### src/tpb_pkg.sv
// ----------------------------------------------------------------------------
// tpb_pkg
// Shared types and constants for the tga palette blit unit: item modes,
// pixel formats, register indexes, configuration bundle and queue entry.
// ----------------------------------------------------------------------------
`default_nettype none

package tpb_pkg;

	// default sizes
	localparam int PALETTE_DEPTH_DEF = 256;
	localparam int MAX_DIMENSION_DEF = 4096;
	localparam int FIFO_DEPTH        = 4;

	// field widths
	localparam int COLOR_W   = 32;
	localparam int OFFSET_W  = 24;
	localparam int COORD_W   = 13;
	localparam int CFG_W     = 13;
	localparam int POS_W     = 12;
	localparam int INDEX_W   = 8;
	localparam int MODE_W    = 2;
	localparam int REG_IDX_W = 3;

	// 24-bit palette entries drop the top byte
	localparam logic [COLOR_W-1:0] SHORT_MASK = 32'h00FF_FFFF;

	// configuration reset values
	localparam logic [CFG_W-1:0] SCREEN_WIDTH_RST  = 13'd1024;
	localparam logic [CFG_W-1:0] SCREEN_HEIGHT_RST = 13'd768;
	localparam logic [CFG_W-1:0] IMAGE_DIM_RST     = 13'd1;

	typedef enum logic [MODE_W-1:0] {
		MODE_PALETTE = 2'd0,
		MODE_PIXEL   = 2'd1,
		MODE_START   = 2'd2
	} mode_t;

	typedef enum logic [1:0] {
		FMT_DIRECT  = 2'd0,
		FMT_INDEXED = 2'd1,
		FMT_OTHER   = 2'd2
	} fmt_t;

	typedef enum logic [REG_IDX_W-1:0] {
		REG_SCREEN_WIDTH  = 3'd0,
		REG_SCREEN_HEIGHT = 3'd1,
		REG_DEST_X        = 3'd2,
		REG_DEST_Y        = 3'd3,
		REG_IMAGE_WIDTH   = 3'd4,
		REG_IMAGE_HEIGHT  = 3'd5,
		REG_PIXEL_FORMAT  = 3'd6,
		REG_PALETTE_SHORT = 3'd7
	} reg_idx_t;

	// configuration registers as seen by the datapath
	typedef struct packed {
		logic [CFG_W-1:0] screen_width;
		logic [CFG_W-1:0] screen_height;
		logic [POS_W-1:0] dest_x;
		logic [POS_W-1:0] dest_y;
		logic [CFG_W-1:0] image_width;
		logic [CFG_W-1:0] image_height;
		logic [1:0]       pixel_format;
		logic             palette_short;
	} cfg_t;

	// one visible pixel between front and back
	typedef struct packed {
		logic [COORD_W-1:0] y;
		logic [COORD_W-1:0] x;
		logic [COLOR_W-1:0] color;
	} blit_entry_t;

endpackage

`default_nettype wire

### src/tpb_fifo.sv
// ----------------------------------------------------------------------------
// tpb_fifo
// Short queue of visible pixels between the front and the back, so each
// side can stall on its own.
// ----------------------------------------------------------------------------
`default_nettype none

module tpb_fifo #(
	parameter int DEPTH = tpb_pkg::FIFO_DEPTH
) (
	input  wire logic                 clk,
	input  wire logic                 arst_n,
	input  wire logic                 push,
	input  wire tpb_pkg::blit_entry_t push_entry,
	output logic                      full,
	input  wire logic                 pop,
	output tpb_pkg::blit_entry_t      pop_entry,
	output logic                      not_empty
);

	localparam int AW    = (DEPTH > 1) ? $clog2(DEPTH) : 1;
	localparam int CNT_W = $clog2(DEPTH + 1);

	tpb_pkg::blit_entry_t mem [DEPTH];
	logic [AW-1:0]        wr_ptr_q;
	logic [AW-1:0]        rd_ptr_q;
	logic [CNT_W-1:0]     count_q;

	assign full      = (count_q == CNT_W'(DEPTH));
	assign not_empty = (count_q != '0);
	assign pop_entry = mem[rd_ptr_q];

	// storage
	always_ff @(posedge clk) begin
		if (push) begin
			mem[wr_ptr_q] <= push_entry;
		end
	end

	// pointers and count
	always_ff @(posedge clk or negedge arst_n) begin
		if (!arst_n) begin
			wr_ptr_q <= '0;
			rd_ptr_q <= '0;
			count_q  <= '0;
		end else begin
			if (push) begin
				wr_ptr_q <= (wr_ptr_q == AW'(DEPTH - 1)) ? '0 : wr_ptr_q + AW'(1);
			end
			if (pop) begin
				rd_ptr_q <= (rd_ptr_q == AW'(DEPTH - 1)) ? '0 : rd_ptr_q + AW'(1);
			end
			if (push && !pop) begin
				count_q <= count_q + CNT_W'(1);
			end else if (pop && !push) begin
				count_q <= count_q - CNT_W'(1);
			end
		end
	end

endmodule

`default_nettype wire

### config.mk
export PLATFORM = sky130hd
export DESIGN_NAME = tpb_fifo
export DESIGN_NICKNAME = d
export VERILOG_FILES = /design/src/tpb_pkg.sv /design/src/tpb_fifo.sv
export SDC_FILE = /design/constraint.sdc
export NUM_CORES = 1
export LEC_CHECK = 0
export ABC_CLOCK_PERIOD_IN_PS = 3180
export BUFFER_PORTS_ARGS = -buffer_cell sky130_fd_sc_hd__buf_4
export CORE_MARGIN = 1.5
export CORE_UTILIZATION = 57
export DETAILED_ROUTE_END_ITERATION = 10
export PLACE_DENSITY = 0.83
export SLEW_MARGIN = 20
export SYNTH_ARGS = -nofsm -noshare
export SYNTH_HDL_FRONTEND = slang
export SYNTH_SLANG_ARGS = --single-unit
export TNS_END_PERCENT = 10
### constraint.sdc
create_clock -name clk -period 3.18 [get_ports clk]
set_input_delay 0.954 -clock clk [delete_from_list [all_inputs] [get_ports clk]]
set_output_delay 0.954 -clock clk [all_outputs]
set_load 0.02 [all_outputs]
### Yosys cells after proc, flatten, opt, wreduce, memory -nomap -nowiden

Memory sizes are Yosys's and may differ from the RTL's.
Cells that the tools add are included.
W data, S select, Z words.

* bits in registers: 7
* bits in writable memories: 232
* input bits: 62
* output and inout bits: 60
* logic and storage cells: 23
* memories kept: 1

* $add $sub $neg: 4
* equality and inequality tests: 3
* muxes and demuxes: 6
* reduce and logical (&&, ||, !) cells: 6

Memory list
* mem: words 4, bits a word 58, rd ports 1, clocked after Yosys merged registers in 0, write ports 1, line tpb_fifo.sv:24 `tpb_pkg::blit_entry_t mem [DEPTH];`

Operators with widths (number)
* $mux W3: 2
* $add A2 B1 Y2 const B: 2
* $eq A2 B2 Y1 const B: 2
* $mux W2: 2
* $add A3 B1 Y3 const B: 1
* $eq A3 B3 Y1 const B: 1
* $reduce_bool A3 Y1: 1
* $sub A3 B1 Y3 const B: 1
* $logic_and A1 B1 Y1: 2
* $logic_not A1 Y1: 2
* $mux W1: 2
* $reduce_bool A2 Y1: 1

### Logic depth before layout (Yosys ltp)

* depth after elaboration: 4
* mapped depth: 7

### Least setup slack after synthesis

OpenSTA, ideal clock, no wires.

* kind: in2reg
* from: input push
* to: memory mem[0][0] (netlist bit), enable pin
* setup time: 422 ps
* data arrival time: 2327 ps
* setup slack: 431 ps
* stages on the path: 1
* buffers on the path: 0
* path through: and2_1

* cells in the longest elaborated chain, start to end: 2

RTL lines
* start, declared: line tpb_fifo.sv:13 `input wire logic push,`
* $mux W1: line tpb_fifo.sv:35 `if (push) begin`
* $mux W1 (not written as such): line tpb_fifo.sv:36 `mem[wr_ptr_q] <= push_entry;`
* end, declared: line tpb_fifo.sv:24

No other way between the ends.

==> results.py <==
metrics = {
    "status": {
        "run_status": "finished, final reports clean",
    },
    "place": {
        "place_worst_setup_slack_ns": 0.490,
        "dp_hpwl_um": 9260,
        "gp_congestion": 0.697,
        "placement.io_buffers": 121,
    },
    "synth": {
        "mappedNetlistArea_mm2": 0.00886,
        "synth_top_family_by_area": "multiplexers",
        "synth.yosys.warnings": 0,
        "post_synth_xor_area_fraction_pct": 0.297,
        "synth_enable_flop_cells": 232,
        "synth_adder_area_share_pct": 1.07,
        "flip_flop_cell_with_the_highest_count_after_synthesis": "sky130_fd_sc_hd__edfxtp_1",
        "ys_top_cells_by_count": "sky130_fd_sc_hd__edfxtp_1, sky130_fd_sc_hd__mux4_2, sky130_fd_sc_hd__dfrtp_1",
        "ys_top_cells_by_area": "sky130_fd_sc_hd__edfxtp_1, sky130_fd_sc_hd__mux4_2, sky130_fd_sc_hd__dfrtp_1, sky130_fd_sc_hd__buf_12, sky130_fd_sc_hd__ha_1",
        "synth_seq_area_share_pct": 80.6,
        "post-synth-top-area-cell": "sky130_fd_sc_hd__edfxtp_1",
        "post-synth-top-count-cell": "sky130_fd_sc_hd__edfxtp_1",
        "synth_top_area_share_pct": 78.7,
        "post_synth_and_or_nand_nor_area_fraction_pct": 0.650,
        "postSynthRegisterBits": 239,
        "avgSynthCellArea_um2": 26.0,
        "postSynthCellCount": 341,
        "number_of_distinct_library_cells_after_synthesis": 19,
        "synth.area.mux_share_pct": 15.1,
        "postSynthNetCount": 410,
        "synth_compound_gate_area_share_pct": 0.113,
        "async_flop_share_pct": 2.93,
    },
    "cts": {
        "holdBufCountCts": 0,
        "cts_max_level": 1,
        "latest_clock_arrival_within_the_worst_skew_pair_ns": 0.49,
        "cts.reportedPaths.clkPinSlew_ns": 0.06,
        "tritoncts": "yes",
        "clock_sinks": 239,
        "cts_root_buffer": "sky130_fd_sc_hd__clkbuf_16",
        "cts-buffers-inserted": 23,
        "cts_max_path_buffers": 3,
    },
    "hold_path": {
        "min_path_type": "input pin to asynchronous set/reset pin",
    },
    "critical_path": {
        "critPathMaxFanout": 10,
        "setup.reg_to_reg.worst_slack_ns": 1.43,
        "timing.critical_path.max_delay_family": "flip-flops",
        "worstPathCellList": "buf_4, mux4_2, buf_4",
        "worstPathRequired_ns": 2.23,
        "worstSetupStartpointType": "register",
        "arrival_ns": 2.01,
        "worst_path_most_repeated_cell": "sky130_fd_sc_hd__buf_4",
        "critical_path.endpoint_type": "output port",
        "cp.buffers_inverters": 2,
        "cp_slowest_cell": "sky130_fd_sc_hd__dfrtp_4",
        "path_class": "register to output port",
        "slowest_delay_ns": 0.54,
    },
    "layout": {
        "final.fill_count": 911,
        "final_layout_size_suffix_gt1_share_pct": 46.9,
        "area_growth_syn_to_layout_pct": 21.5,
        "antenna-diode-count": 0,
        "num-nets-final": 558,
        "postLayoutCoreUtil_pct": 70.8,
    },
    "sta": {
        "final_hold_viol_count": 0,
        "worst_pin_slew_ns": 0.540,
        "rsz_0062_raised_after_global_routing": "false",
        "finalSetupTns_ns": 0,
        "number_of_setup_violations_in_the_final_report": 0,
        "skew_ns": 0.00898,
        "final_period_minus_worst_setup_slack_ns": 2.97,
        "postLayoutSetupSlackWorst_ns": 0.212,
        "relSlewSlack_pct": 64.0,
        "fin_crit_sh_pct": 93.3,
        "timing_max_transition_violations_final": 0,
        "max_freq_mhz": 337,
    },
    "die": {
        "die_h_um": 128,
        "initial_utilization_pct": 58.3,
        "floorplan.die_area_mm2": 0.0163,
        "std_cell_rows": 45,
        "io-pin-count": 122,
        "core_area_mm2": 0.0152,
        "chip_width_um": 128,
    },
    "global_route": {
        "global_route.overflow_total": 0,
        "grt_start_max_net_pins": 41,
        "grt_pass1_wl_um": 23000,
        "number_of_global_route_vias_before_repair": 4176,
        "grt_antenna_before_repair": 0,
        "gr-usage-all-layers_pct": 18.9,
    },
    "routing": {
        "drt_wl_total_um": 14900,
        "detail_route.iter0.violations": 259,
        "wl_per_cell_um": 21.6,
        "post_drt_via_cell_ratio": 5.72,
        "dr.pass1.iters": 4,
        "num_vias": 3962,
        "ant_nets": 0,
        "route.detailed.drc": 0,
    },
    "pwr": {
        "p_per_area_mw_per_mm2": 945,
        "p_total_mw": 10.2,
        "p_leak_nw": 3.74,
        "ir_worst_vdd_mv": 0.540,
    },
    "job": {
        "maxCapViolations": 0,
    },
}
cell families (layout without fill, tap and decap cells):
family,Yosys count,in the layout
xor+xnor,3,3
simple gates,11,11
mux,61,61
flops,239,239
fa+ha+maj,7,7
buf+inv,18,182
compound gates,2,2
registers in the layout, indices dropped and copies added (netlist names):
register,flops
wr_ptr_q,2
mem,232
rd_ptr_q,2
count_q,3
routing by layer:
| metal | wire, um | up-vias | share of wire, % | GRT usage (%) |
|---|---|---|---|---|
| li1 | - | 1745 | - | - |
| met1 | 5960 | 2072 | 40 | 25.7 |
| met2 | 7910 | 124 | 53 | 32.2 |
| met5 | 0 | - | 0 | 0 |
| met3 | 833 | 21 | 5.6 | 3.84 |
| met4 | 244 | 0 | 1.6 | 4.76 |
final cells by class:
cell class | count | area, um^2 | area share [%]
clock buffers | 31 | 636 | 5.91
clock inverters | 10 | 98.8 | 0.918
inverters | 4 | 15.0 | 0.140
multi-input cells | 84 | 1540 | 14.3
flip-flops and latches | 239 | 7150 | 66.4
well taps | 188 | 235 | 2.19
repair buffers | 137 | 1090 | 10.1
repair_timing:
action                     in CTS  in global routing
setup endpoints to repair      10                  0
gates resized for setup         0                  0
setup buffers                   4                  0
power breakdown:
| part | internal [mW] | switching (mW) | leakage [nW] | total (mW) |
|---|---|---|---|---|
| Clock | 1.56 | 1.04 | 0.360 | 2.60 |
| Sequential | 4.05 | 0.191 | 2.21 | 4.24 |
| Combinational | 1.60 | 1.74 | 1.17 | 3.34 |
path summary, 6_finish.rpt:
check                           endpoint   startpoint  depth (start not counted)
setup / recovery           pop_entry[17]  rd_ptr_q[0]                          3
hold / removal               rd_ptr_q[1]       arst_n                          1
setup reg to reg              mem[0][33]  wr_ptr_q[0]                          4
hold reg to reg               count_q[2]   count_q[2]                          1
max in group asynchronous    rd_ptr_q[0]       arst_n                          1
min in group clk              count_q[2]   count_q[2]                          1
per-stage QoR:
stage	area, um^2	hold WS [ns]	instances
detailed placement	10000	0.501	648
global route	10800	0.265	693
finish	10800	0.269	693
floorplan	8860	0.449	341
global placement	10000	0.464	648
CTS	10800	0.259	693
cell usage in the layout (no fill, tap or decap), drive strengths merged:
master	Yosys	routed
clkbuf	0	31
mux2	3	3
dfrtp	7	7
nor3b	1	1
fa	1	1
buf	14	137
inv	4	4
nand2	2	2
clkinv	0	7
nor2	3	3
ha	6	6
xnor2	1	1
and2	4	4
xor2	2	2
or3	1	1
clkinvlp	0	1
bufinv	0	2
o21ai	2	2
mux4	58	58
edfxtp	232	232
No activity file was read; power rests on OpenSTA's default activity.
