--- src/tpb_pkg.sv ---
// ----------------------------------------------------------------------------
// tpb_pkg
// Shared types and constants for the tga palette blit unit: item modes,
// pixel formats, register indexes, configuration bundle and queue entry.
// ----------------------------------------------------------------------------
`default_nettype none

package tpb_pkg;

	// default sizes
	localparam int PALETTE_DEPTH_DEF = 256;
	localparam int MAX_DIMENSION_DEF = 4096;
	localparam int FIFO_DEPTH        = 4;

	// field widths
	localparam int COLOR_W   = 32;
	localparam int OFFSET_W  = 24;
	localparam int COORD_W   = 13;
	localparam int CFG_W     = 13;
	localparam int POS_W     = 12;
	localparam int INDEX_W   = 8;
	localparam int MODE_W    = 2;
	localparam int REG_IDX_W = 3;

	// 24-bit palette entries drop the top byte
	localparam logic [COLOR_W-1:0] SHORT_MASK = 32'h00FF_FFFF;

	// configuration reset values
	localparam logic [CFG_W-1:0] SCREEN_WIDTH_RST  = 13'd1024;
	localparam logic [CFG_W-1:0] SCREEN_HEIGHT_RST = 13'd768;
	localparam logic [CFG_W-1:0] IMAGE_DIM_RST     = 13'd1;

	typedef enum logic [MODE_W-1:0] {
		MODE_PALETTE = 2'd0,
		MODE_PIXEL   = 2'd1,
		MODE_START   = 2'd2
	} mode_t;

	typedef enum logic [1:0] {
		FMT_DIRECT  = 2'd0,
		FMT_INDEXED = 2'd1,
		FMT_OTHER   = 2'd2
	} fmt_t;

	typedef enum logic [REG_IDX_W-1:0] {
		REG_SCREEN_WIDTH  = 3'd0,
		REG_SCREEN_HEIGHT = 3'd1,
		REG_DEST_X        = 3'd2,
		REG_DEST_Y        = 3'd3,
		REG_IMAGE_WIDTH   = 3'd4,
		REG_IMAGE_HEIGHT  = 3'd5,
		REG_PIXEL_FORMAT  = 3'd6,
		REG_PALETTE_SHORT = 3'd7
	} reg_idx_t;

	// configuration registers as seen by the datapath
	typedef struct packed {
		logic [CFG_W-1:0] screen_width;
		logic [CFG_W-1:0] screen_height;
		logic [POS_W-1:0] dest_x;
		logic [POS_W-1:0] dest_y;
		logic [CFG_W-1:0] image_width;
		logic [CFG_W-1:0] image_height;
		logic [1:0]       pixel_format;
		logic             palette_short;
	} cfg_t;

	// one visible pixel between front and back
	typedef struct packed {
		logic [COORD_W-1:0] y;
		logic [COORD_W-1:0] x;
		logic [COLOR_W-1:0] color;
	} blit_entry_t;

endpackage

`default_nettype wire

--- src/tpb_back.sv ---
// ----------------------------------------------------------------------------
// tpb_back
// Turns queued pixels into framebuffer writes: row times stride in one
// stage, column add into the output register in the next.
// ----------------------------------------------------------------------------
`default_nettype none

module tpb_back (
	input  wire logic                          clk,
	input  wire logic                          arst_n,
	input  wire logic [tpb_pkg::CFG_W-1:0]     screen_width,
	input  wire logic                          entry_valid,
	input  wire tpb_pkg::blit_entry_t          entry,
	output logic                               pop,
	output logic                               out_valid,
	input  wire logic                          out_stall,
	output logic [tpb_pkg::OFFSET_W-1:0]       pixel_offset,
	output logic [tpb_pkg::COLOR_W-1:0]        color
);

	localparam int PROD_W = 2 * tpb_pkg::COORD_W;

	logic                        out_ready;
	logic                        mul_ready;
	logic                        mul_valid_s2;
	logic [PROD_W-1:0]           prod_s2;
	logic [tpb_pkg::COORD_W-1:0] x_s2;
	logic [tpb_pkg::COLOR_W-1:0] color_s2;
	logic                        out_valid_q;
	logic [tpb_pkg::OFFSET_W-1:0] offset_q;
	logic [tpb_pkg::COLOR_W-1:0] color_q;

	// ready chain back to the queue
	assign out_ready = !out_valid_q || !out_stall;
	assign mul_ready = !mul_valid_s2 || out_ready;
	assign pop       = entry_valid && mul_ready;

	// row times stride
	always_ff @(posedge clk) begin
		if (pop) begin
			prod_s2  <= PROD_W'(entry.y) * PROD_W'(screen_width);
			x_s2     <= entry.x;
			color_s2 <= entry.color;
		end
	end

	// column add into the output register
	always_ff @(posedge clk) begin
		if (out_ready && mul_valid_s2) begin
			offset_q <= tpb_pkg::OFFSET_W'(prod_s2 + PROD_W'(x_s2));
			color_q  <= color_s2;
		end
	end

	// stage valids
	always_ff @(posedge clk or negedge arst_n) begin
		if (!arst_n) begin
			mul_valid_s2 <= 1'b0;
			out_valid_q  <= 1'b0;
		end else begin
			if (mul_ready) begin
				mul_valid_s2 <= entry_valid;
			end
			if (out_ready) begin
				out_valid_q <= mul_valid_s2;
			end
		end
	end

	assign out_valid    = out_valid_q;
	assign pixel_offset = offset_q;
	assign color        = color_q;

endmodule

`default_nettype wire

--- config.mk ---
export PLATFORM = sky130hd
export DESIGN_NAME = tpb_back
export DESIGN_NICKNAME = d
export VERILOG_FILES = /design/src/tpb_pkg.sv /design/src/tpb_back.sv
export SDC_FILE = /design/constraint.sdc
export NUM_CORES = 1
export LEC_CHECK = 0
export BUFFER_PORTS_ARGS = -buffer_cell sky130_fd_sc_hd__buf_2
export CAP_MARGIN = 15
export CORE_ASPECT_RATIO = 0.8
export CORE_UTILIZATION = 55
export CTS_CLUSTER_SIZE = 20
export DETAILED_ROUTE_END_ITERATION = 12
export GPL_ROUTABILITY_DRIVEN = 0
export PLACE_DENSITY = 0.75
export SETUP_SLACK_MARGIN = 0.05
export SLEW_MARGIN = 20
export SYNTH_ARGS = -nofsm -noshare
export SYNTH_HDL_FRONTEND = slang
export SYNTH_SLANG_ARGS = --single-unit
--- constraint.sdc ---
create_clock -name clk -period 12.97 [get_ports clk]
set_input_delay 2.594 -clock clk [delete_from_list [all_inputs] [get_ports clk]]
set_output_delay 2.594 -clock clk [all_outputs]
set_load 0.03 [all_outputs]
Word level (Yosys, flattened, before mapping)
Index checks and enable logic that the tools add are counted.
- $add $sub $neg: 1
- $mul: 1
- div/mod/pow operators: 0
- $lt $le $gt $ge: 0
- equality and inequality tests: 0
- shift-type cells: 0
- muxes and demuxes: 0
- bitwise logic cells: 0
- reduce and logical (&&, ||, !) cells: 7
- operators with widths (operator ; count):
    adder 24 x 13 -> 24 bit ; 1
    multiplier 13 x 13 -> 24 bit ; 1
    logical NOT 1 bit ; 3
    logical AND 1 bit ; 2
    logical OR 1 bit ; 2
- register bits: 127
- latch bits: 0
- memory bits (writable): 0
- bits in read-only memories: 0
- bits of input ports: 75
- output and inout port bits: 58
- word-level logic and storage cells: 16
- memories kept: 0

Depth between registers and ports, before layout
Gate-level depths: netlist of the first run.
- depth in word-level cells: 4
- gate-level depth with buffers: 20
- gate-level depth less buffers: 19

Worst setup path before layout of the first run
Ideal clock, no wire load.
- path kind: input-to-reg
- start point: in entry[52] in the netlist's numbering
- end point: reg prod_s2[22], data pin
- library setup time: 0.207 ns
- data arrival time: 7.139 ns
- required time: 12.763 ns
- setup slack: 5.624 ns
- stages: 18
- path buffers: 1
- path through: clkbuf_1 and2_1 fa_1 inv_1 fa_1 inv_1 fa_1 inv_1 fa_1 fa_1 inv_1 ha_1 a21o_1 a221o_1 o21ai_1 o21ai_1 mux2i_1 a2111oi_0
- cells in the longest elaborated chain, start to end: 1
- RTL lines (element ; RTL line ; RTL):
    from (decl) ; tpb_back.sv:13 ; input wire tpb_pkg::blit_entry_t entry,
    multiplier 13 x 13 -> 24 bit ; tpb_back.sv:41 ; prod_s2 <= PROD_W'(entry.y) * PROD_W'(screen_width);
    to (signal assigned) ; tpb_back.sv:41 ;
    to (decl) ; tpb_back.sv:26 ; logic [PROD_W-1:0] prod_s2;
No other way between the ends.
A chain may end at the register's enable or synchronous reset.

Worst setup path after layout of the first run
Ends and elaborated chain as after synthesis.

==> results of run 1 <==
per-stage QoR:
step                power [W]    util
floorplan            0.001858       -
global placement     0.002141  0.6192
detailed placement   0.002173  0.6192
CTS                  0.002654  0.6524
global route         0.002898  0.6524
finish               0.002646  0.6524
cell type report:
type                            instances  share of cell area
Multi-Input combinational cell        553              0.4804
Clock inverter                         14             0.01352
Sequential cell                       127              0.3314
Inverter                              165             0.05396
Tap cell                              225             0.02453
Clock buffer                           18             0.03739
Timing Repair Buffer                  134             0.05886
registers in the layout, summed over array words and instances, names as in the netlist:
signal        count
out_valid         1
color            32
pixel_offset     24
x_s2             13
prod_s2          24
mul_valid_s2      1
color_s2         32
kinds of logic after synthesis:
logic type / Yosys count
and+or+nand+nor: 222
buffers and inverters: 192
muxes: 1
xor gates and xnor gates: 44
DFF: 127
adders and majority gates: 196
AOI/OAI and AO/OA: 90
metal layers:
layer	part of all wire	up-vias
met5	0.00065	-
met4	0.011	2
met3	0.044	23
met2	0.51	152
met1	0.44	3305
li1	-	3060
Yosys cell counts:
| cell type | count |
|---|---|
| inv_1 | 165 |
| edfxtp_1 | 125 |
| fa_1 | 121 |
| nand2_1 | 92 |
| and2_1 | 91 |
| ha_1 | 75 |
| xnor2_1 | 30 |
| clkbuf_1 | 27 |
| a21oi_1 | 25 |
| a21o_1 | 14 |
| xor2_1 | 14 |
| nand3_1 | 12 |
| nor2_1 | 8 |
| and3_1 | 7 |
| o21ai_0 | 7 |
| o21bai_1 | 6 |
| a211oi_1 | 5 |
| a31oi_1 | 4 |
| nand2b_1 | 4 |
| o21a_1 | 4 |
| o21ai_1 | 4 |
| a21boi_0 | 3 |
| a21oi_2 | 3 |
| a2111oi_0 | 2 |
| a211o_1 | 2 |
| dfrtp_1 | 2 |
| nand4_1 | 2 |
| nor3_1 | 2 |
| o21ai_2 | 2 |
| a211oi_4 | 1 |
| a221o_1 | 1 |
| a221oi_2 | 1 |
| a2bb2oi_1 | 1 |
| and2b_1 | 1 |
| mux2i_1 | 1 |
| nor2b_1 | 1 |
| o2111ai_1 | 1 |
| o21ba_2 | 1 |
| o22ai_1 | 1 |
| o31a_1 | 1 |
| o41ai_1 | 1 |
| or3_1 | 1 |
| or3b_2 | 1 |
power by group through the flow:
stage          clock [W]  combinational [W]  sequential, W
4_1_cts         0.000470            0.00153       0.000656
5_1_grt         0.000486            0.00175       0.000663
3_5_place_dp           0            0.00151       0.000662
6_report        0.000466            0.00152       0.000655
3_3_place_gp           0            0.00148       0.000659
2_1_floorplan          0            0.00113       0.000728
worst max-delay path, cell delays in order:
cell and delay [ns]:
buf_2 0.18, and2_1 0.18, fa_1 0.54, inv_1 0.05
fa_1 0.47, inv_1 0.05, fa_1 0.49, inv_1 0.05
fa_1 0.48, fa_1 0.49, inv_1 0.04, ha_1 0.32
a21o_1 0.21, a221o_1 0.42, o21ai_1 0.27, o21ai_1 0.13
mux2i_1 0.13, a2111oi_0 0.44
worst paths after layout:
path | end | slack [ns] | cells after the start
max in group asynchronous | out_valid | 10.91 | 1
min in group asynchronous | mul_valid_s2 | 1.95 | 1
min reg2reg | color[22] | 0.42 | 0
max | prod_s2[22] | 5.59 | 18
max reg2reg | pixel_offset[20] | 10.22 | 10
min | color[22] | 0.42 | 0
==> impl_results.md, run 1 <==
* Mapped Avg Cell Area at 11.50 µm²
* Final nets at approximately 1.3k
* Max Slew Vio Count at 0
* Reg power frac at 0.248
* FMAX at 135.4 MHz
* P_sw at 0.001109 W
* I/O Buffers at 132
* N_diodes at 0
* Dpl cell area at between 10000 and 15000 µm²
* Met3 Use GR at 0.04979
* DR iter-0 viols at 310
* Routed WL per cell at 16.11 µm
* Starting Density at 0.5699
* Worst EP arrival at 7.56 ns
* Via Count at 6542
* Most common cell after layout, fill and taps aside: inv_1
* Synth warn at 0
* Post-synthesis sequential area ratio at 0.3794
* Vias per inst at 5.293
* Routed WL at 19910 µm
* Setup ws final at 5.585 ns
* Post-CTS Hold Fix Bufs at 0
* Longest Clk Path Bufs at 2
* Status: finished clean
* Leakage Power at 5.338 nW
* Worst relative slew slack at 0.4103
* Synth Cell Area at ~10000 µm²
* Initial antenna violation count at 1
* Post-route insts no fill at 1236
* Share of layout cells above drive strength 1 at 0.1741
* Hold path startpoint: color_s2[22]
* Top cell type's share of synthesized area at 0.3744
* Maximum VDD drop at between 200 and 250 µV
* Area growth from synthesis to layout at 14.49%
* CTS tree: built
* Met1 Use GR at 0.2965
* Fin area at 11480 µm²
* P_int at between 0.0015 and 0.002 W
* Clk_skew at about 0.010 ns
* Hold WS at 0.4182 ns
* Crit path kind: in2reg
* Endpoint type of the worst setup path: flip-flop
* Final Hold Viols at 0
* Pre-CTS setup slack at approximately 5.3 ns
* Worst skew pair latency at 0.42 ns
* Logic pwr share at 0.576
* Filler cells at approximately 1.3k
* Drt pass-1 iters at 4
* Reg2reg start: prod_s2[0]
* RSZ-0062 raised after global routing: no
* Fraction of the mapped netlist area in adder cells at 0.3352
* Max Cap Viol at 0
* HPWL Detailed at 15000 µm
* CTS buffer count at 17
* Vias in the first global route at 6913
* Largest net degree at the start of global routing at 71
* Final period util at 0.5694
* Mux contribution to synthesized area at 0.0009984
* Hold Path Class: reg2reg
* Register area at 3804 µm²
* Clk sinks at around 130
* Final Critical Period at about 7.4 ns
* Clock transition at path regs at 0.06 ns
* Die area at 18780 µm²
* Synth Instances at 872
* Setup violations, final at 0
* Multi-input logic area at 5514 µm²
* Compound-Gate Fraction of Synth Area at 0.06190
* Crit path launch type: primary input
* Cell variety after synth at 43
* Crit path max fanout at 13
* Worst-margin pin slew at 0.8845 ns
* Antenna-violating nets left at 0
* Main combinational cell family by area after synthesis: adder cells
* Placed cell count at 1204
* Chip height at between 100 and 150 µm
* Switching part of the total at 0.4189
* Syn_nets at 1143
* Synth top area cells: edfxtp_1 (37%), fa_1 (24%), ha_1 (9.4%)
* Overflow after GRT at 0
* Site Rows at between 40 and 50
* Post-CTS Setup Inserts at 0
* H-tree depth at 4
* Post-route setup TNS at 0 ns
* Layer with the highest usage: met2
* All-Layer GR Usage at 0.2318
* Clock root buffer master: clkbuf_16
* DRC at 0
* Worst setup path start: entry[52]
* Leading area contributor after synthesis: edfxtp_1
* Met2 GRT Util at 0.4057
* First-pass GRT wire length at 33600 µm
* Synth Register Bits at 127
* Clk network pwr share at 0.176
* Post_cts resized at 0
* Most frequent cells in the layout: inv_1 (165), buf_2 (132), edfxtp_1 (125)
* CP required at 13.14 ns
* I/O pin cnt at around 130
* Pwr dens at 230.5 nW/µm²
* Die width at 153.0 µm
* Core Region at 17590 µm²
* Simple-Gate Fraction of Synth Area at 0.1122
* Post-synthesis xor/xnor area fraction at 0.03844
No activity file was read; power rests on OpenSTA's default activity.
==> inputs of run 2 (changes only) <==
clock period = 6.85 ns   (was 12.97 ns; I/O delays follow)
==> run 2 against run 1 <==
Net effect: sequential share of layout area fell by 0.069 points; routed wire length rose by 1.1%; register-to-register slack got worse by 6.1 ns; non-clock buffer count rose by 3; clock power rose by 89%; final cell count rose by 0.24%; highest routed layer is now met4; power rose by 89%; critical path depth did not move; worst setup slack got worse by 4.8 ns; flip-flop and latch count did not move.
==> impl_results.md, run 2 (synthesized netlist as in run 1, its figures left out) <==
* Status: finished clean
* Crit path max fanout at 13 (unchanged)
* I/O Buffers at 132 (unchanged)
* Fin util at 0.6538 (+0.001351)
* Hold depth at 0 (unchanged)
* Share of layout cells above drive strength 1 at 0.1775 (+0.003430)
* Pre-CTS setup slack at 0.4112 ns (-4.850 ns)
* Drt pass-1 iters at 5 (+1)
* Flop2flop setup slack at 4.08 ns (-6.14 ns)
* Worst EP arrival at 6.29 ns (-1.27 ns)
* Crit path kind: in2reg
* Worst relative slew slack at 0.3822 (-0.02809)
* Post-CTS Hold Fix Bufs at 0 (unchanged)
* Most frequent cells in the layout: inv_1 (165), buf_2 (132), edfxtp_1 (125)
* Largest net degree at the start of global routing at 71 (unchanged)
* Placed cell count at 1207 (+0.25%)
* Clock root buffer master: clkbuf_16
* Post-CTS Setup Inserts at 0 (unchanged)
* N_diodes at 0 (unchanged)
* Antenna-violating nets left at 0 (unchanged)
* Initial antenna violation count at 0 (-1)
* HPWL Detailed at 15570 µm (+3.8%)
* Routed WL per cell at 16.25 µm (+0.85%)
* Max Slew Vio Count at 0 (unchanged)
* DR iter-0 viols at 382 (+23%)
* Setup ws final at 0.7477 ns (-4.837 ns)
* CTS tree: built
* Crit path launch type: primary input
* Via Count at 6559 (+0.26%)
* Site Rows at 43 (unchanged)
* Worst-margin pin slew at 0.9266 ns (+0.04213 ns)
* I/O pin cnt at 133 (unchanged)
* Chip height at 122.8 µm (unchanged)
* Worst skew pair latency at 0.41 ns (about the same)
* Final Hold Viols at 0 (unchanged)
* Final nets at 1272 (+0.24%)
* Vias in the first global route at 7034 (+1.8%)
* Max Cap Viol at 0 (unchanged)
* Pwr dens at 434.6 nW/µm² (+89%)
* CP required at 7.04 ns (-6.10 ns)
* All-Layer GR Usage at 0.2338 (+0.002035)
* RSZ-0062 raised after global routing: no
* Post-route setup TNS at 0 ns (unchanged)
* Clock transition at path regs at 0.06 ns (about the same)
* Starting Density at 0.5699 (unchanged)
* CTS buffer count at 17 (unchanged)
* Area growth from synthesis to layout at 14.73%
* Leakage Power at 5.366 nW (+0.53%)
* First-pass GRT wire length at 33790 µm (+0.55%)
* Die width at 153.0 µm (unchanged)
* Clk sinks at 127 (unchanged)
* Final Critical Period at approximately 6 ns
* Final period util at 0.8908
* DRC at 0 (unchanged)
* Maximum VDD drop at 374.3 µV (+81%)
* Endpoint type of the worst setup path: flip-flop
* Reg2reg path depth at 10 (unchanged)
* Vias per inst at 5.294 (about the same)
* Setup violations, final at 0 (unchanged)
* Core Region at 17590 µm² (unchanged)
* FMAX at 163.9 MHz
* Hold Path Class: reg2reg
* Die area at 18780 µm² (unchanged)
* Most common cell after layout, fill and taps aside: inv_1
* H-tree depth at 4 (unchanged)
* Clk_skew at 0.007845 ns (-0.002331 ns)
* Overflow after GRT at 0 (unchanged)
* Routed WL at 20130 µm (+1.1%)
* Post-route insts no fill at 1239 (+0.24%)
* Post_cts resized at 0 (unchanged)
* Longest Clk Path Bufs at 2 (unchanged)
[run 2: changes by cell type in the layout (fill, tap and decap cells not counted)]
cell and delta:
clkinv_4 +3, clkinv_2 +2, clkinvlp_4 -3, buf_4 +3, clkbuf_1 -1, inv_6 -1
[run 2: stage by stage]
| step | cell area, µm² | total power [W] | hold slack (ns) |
|---|---|---|---|
| final | 11500 | 0.004998 | 0.4155 |
| after global routing | 11500 | 0.005466 | 0.4232 |
| after CTS | 11500 | 0.005024 | 0.4167 |
| after detailed placement | 10920 | 0.004125 | 0.4045 |
| after global placement | 10920 | 0.004061 | 0.4002 |
| after floorplan | 10030 | 0.003518 | 0.4003 |
[run 2: worst paths after layout]
path | from | to
min in group asynchronous | arst_n | out_valid
setup reg to reg | prod_s2[0] | pixel_offset[20]
max in group asynchronous | arst_n | mul_valid_s2
setup / recovery | screen_width[1] | prod_s2[22]
hold / removal | color_s2[11] | color[11]
hold reg to reg | color_s2[11] | color[11]
[run 2: cell type report]
cell class | instances | area, µm²
clock inverter | 15 | 160.2
inverter | 165 | 619.3
timing repair buffer | 137 | 698.2
sequential | 127 | 3804
tap | 225 | 281.5
fill | 1329 | 6091
clock buffer | 17 | 425.4
multi-input combinational | 553 | 5514
[run 2: worst max-delay path, cell delays in order]
cell       delay (ns)
buf_2            0.16
and2_1           0.19
fa_1             0.53
inv_1            0.05
fa_1             0.47
inv_1            0.05
fa_1             0.48
fa_1             0.54
inv_1            0.05
fa_1             0.48
inv_1            0.05
ha_1             0.34
and3_1           0.22
a221o_1          0.38
o21ai_1          0.29
o21ai_1          0.14
mux2i_1          0.13
a2111oi_0        0.37
[run 2: where the power goes]
| group | leakage (nW) | internal [W] | switching, W |
|---|---|---|---|
| registers | 1.22 | 0.00118 | 0.0000632 |
| clock network | 0.284 | 0.000539 | 0.000343 |
| logic | 3.86 | 0.00120 | 0.00168 |
[run 2: routing by layer]
metal / global-route usage / routed length (µm)
met5: 0 / 0
met3: 0.05261 / 1076
met4: 0.06061 / 303
met2: 0.4017 / 10010
met1: 0.3031 / 8743
==> inputs of run 3 (changes only) <==
clock period = 7.69 ns   (was 6.85 ns; I/O delays follow)
==> run 3 against run 2 <==
Net effect: via count shrank 0.85%; combinational power is 11% lower; routed wire length fell by 2.7%; register-to-register slack improved by 0.82 ns; first-iteration DRC count decreased by 23%; die area stayed put; flip-flop and latch count unchanged; clock skew hardly changed; global-route usage is 0.38 points lower; critical path type unchanged; largest power group unchanged; highest routed layer unchanged.
==> impl_results.md, run 3 (synthesized netlist as in run 1, its figures left out) <==
* Reg2reg path depth at 10 (unchanged)
* Worst EP arrival at 6.49 ns (+0.20 ns)
* Clk_skew at 0.007914 ns (+0.00006936 ns)
* Placed cell count at 1204 (-0.25%)
* Post-CTS Hold Fix Bufs at 0 (unchanged)
* Worst relative slew slack at 0.4037 (+0.02146)
* CTS tree: built
* Dpl cell area at 10890 µm² (-0.21%)
* Most frequent cells in the layout: inv_1 (165), buf_2 (132), edfxtp_1 (125)
* Vias per inst at 5.257 (-0.69%)
* Final Critical Period at ~6.3 ns
* Fin area at 11480 µm² (-0.17%)
* Crit path cell chain: buf_2 > and2_1 > fa_1 > inv_1 > fa_1 > inv_1 > fa_1 > inv_1 > fa_1 > fa_1 > inv_1 > ha_1 > a21o_1 > a221o_1 > o21ai_1 > o21ai_1 > mux2i_1 > a2111oi_0
* Pwr dens at 386.6 nW/µm² (-11%)
* Vias in the first global route at 6955 (-1.1%)
* Maximum VDD drop at 357.4 µV (-4.5%)
* Final nets at 1269 (-0.24%)
* HPWL Detailed at 15040 µm (-3.4%)
* Via Count at 6503 (-0.85%)
* Clock transition at path regs at 0.06 ns (about the same)
* All-Layer GR Usage at 0.2301 (-0.003768)
* Endpoint type of the worst setup path: flip-flop
* Max Cap Viol at 0 (unchanged)
* Largest net degree at the start of global routing at 71 (unchanged)
* Most used cell, CP: fa_1
* Initial antenna violation count at 0 (unchanged)
* Die width at 153.0 µm (unchanged)
* Routed WL at 19590 µm (-2.7%)
* Status: finished clean
* CP peak stage delay at 0.54 ns (about the same)
* Final Hold Viols at 0 (unchanged)
* Worst skew pair latency at 0.41 ns (about the same)
* Most common cell after layout, fill and taps aside: inv_1
* Longest Clk Path Bufs at 2 (unchanged)
* Setup violations, final at 0 (unchanged)
* Drt pass-1 iters at 4 (-1)
* Post-route setup TNS at 0 ns (unchanged)
* Post_cts resized at 0 (unchanged)
* Levels on crit path at 18 (unchanged)
* CTS buffer count at 17 (unchanged)
* Crit path kind: in2reg
* CP delay by family, top: adder cells
* Filler cells at 1345 (+1.2%)
* RSZ-0062 raised after global routing: no
* WP buf/inv at 5 (unchanged)
* DR iter-0 viols at 295 (-23%)
* DRC at 0 (unchanged)
* Post-route insts no fill at 1237 (-0.16%)
* FMAX at between 150 and 200 MHz
* I/O Buffers at 132 (unchanged)
* First-pass GRT wire length at 33380 µm (-1.2%)
* Site Rows at 43 (unchanged)
* Share of layout cells above drive strength 1 at 0.1741 (-0.003430)
* Clock root buffer master: clkbuf_16
* Final period util at 0.8212
* Crit path launch type: primary input
* Antenna-violating nets left at 0 (unchanged)
* Crit path max fanout at 13 (unchanged)
* Starting Density at 0.5699 (unchanged)
* Area growth from synthesis to layout at 14.53%
* H-tree depth at 4 (unchanged)
* Hold depth at 0 (unchanged)
* Max Slew Vio Count at 0 (unchanged)
* CP required at 7.87 ns (+0.83 ns)
* Routed WL per cell at 15.83 µm (-2.5%)
* Worst path slowest cell: fa_1
* Post-CTS Setup Inserts at 0 (unchanged)
* Worst-margin pin slew at 0.8944 ns (-0.03219 ns)
* Multi-input logic area at 5514 µm² (unchanged)
* Die area at 18780 µm² (unchanged)
* Hold Path Class: reg2reg
* Overflow after GRT at 0 (unchanged)
* Chip height at 122.8 µm (unchanged)
* Clk sinks at 127 (unchanged)
* Leakage Power at 5.342 nW (-0.46%)
* I/O pin cnt at 133 (unchanged)
* Core Region at 17590 µm² (unchanged)
* Register area at 3804 µm² (unchanged)
[run 3: layer usage]
metal  track usage  share of wire
met5             0              0
met4       0.05114         0.0097
met3       0.04767          0.045
met2        0.4040           0.50
met1        0.2969           0.44
[run 3: layout make-up]
cell class / count / area share
diodes: 1 / 0.0002179
clock buffers: 18 / 0.03738
repair buffers: 134 / 0.05884
inverters: 165 / 0.05394
flip-flops and latches: 127 / 0.3313
clock inverters: 14 / 0.01362
well taps: 225 / 0.02452
multi-input cells: 553 / 0.4802
[run 3: power breakdown]
group	switching, W	internal [W]	leakage (nW)
registers	0.0000552	0.00105	1.22
clock network	0.000309	0.000482	0.274
logic	0.00148	0.00106	3.84
total	0.00185	0.00259	5.34
[run 3: per-stage QoR]
| step | worst slack, ns | total power [W] | hold WS [ns] | utilization |
|---|---|---|---|---|
| floorplan | 1.400 | 0.003134 | 0.4003 | - |
| global placement | 1.094 | 0.003611 | 0.4001 | 0.6192 |
| detailed placement | 0.9959 | 0.003657 | 0.4045 | 0.6192 |
| CTS | 1.416 | 0.004465 | 0.4148 | 0.6525 |
| global route | 1.038 | 0.004882 | 0.4219 | 0.6525 |
| finish | 1.375 | 0.004439 | 0.4149 | 0.6527 |
[run 3: worst paths after layout]
| path | from | endpoint | slack (ns) |
|---|---|---|---|
| worst max-delay path | entry[52] | prod_s2[22] | 1.38 |
| worst min register to register | color_s2[5] | color[5] | 0.41 |
| worst min-delay path | color_s2[5] | color[5] | 0.41 |
| min in group asynchronous | arst_n | out_valid | 0.90 |
| worst max register to register | prod_s2[0] | pixel_offset[20] | 4.90 |
| max in group asynchronous | arst_n | mul_valid_s2 | 6.69 |
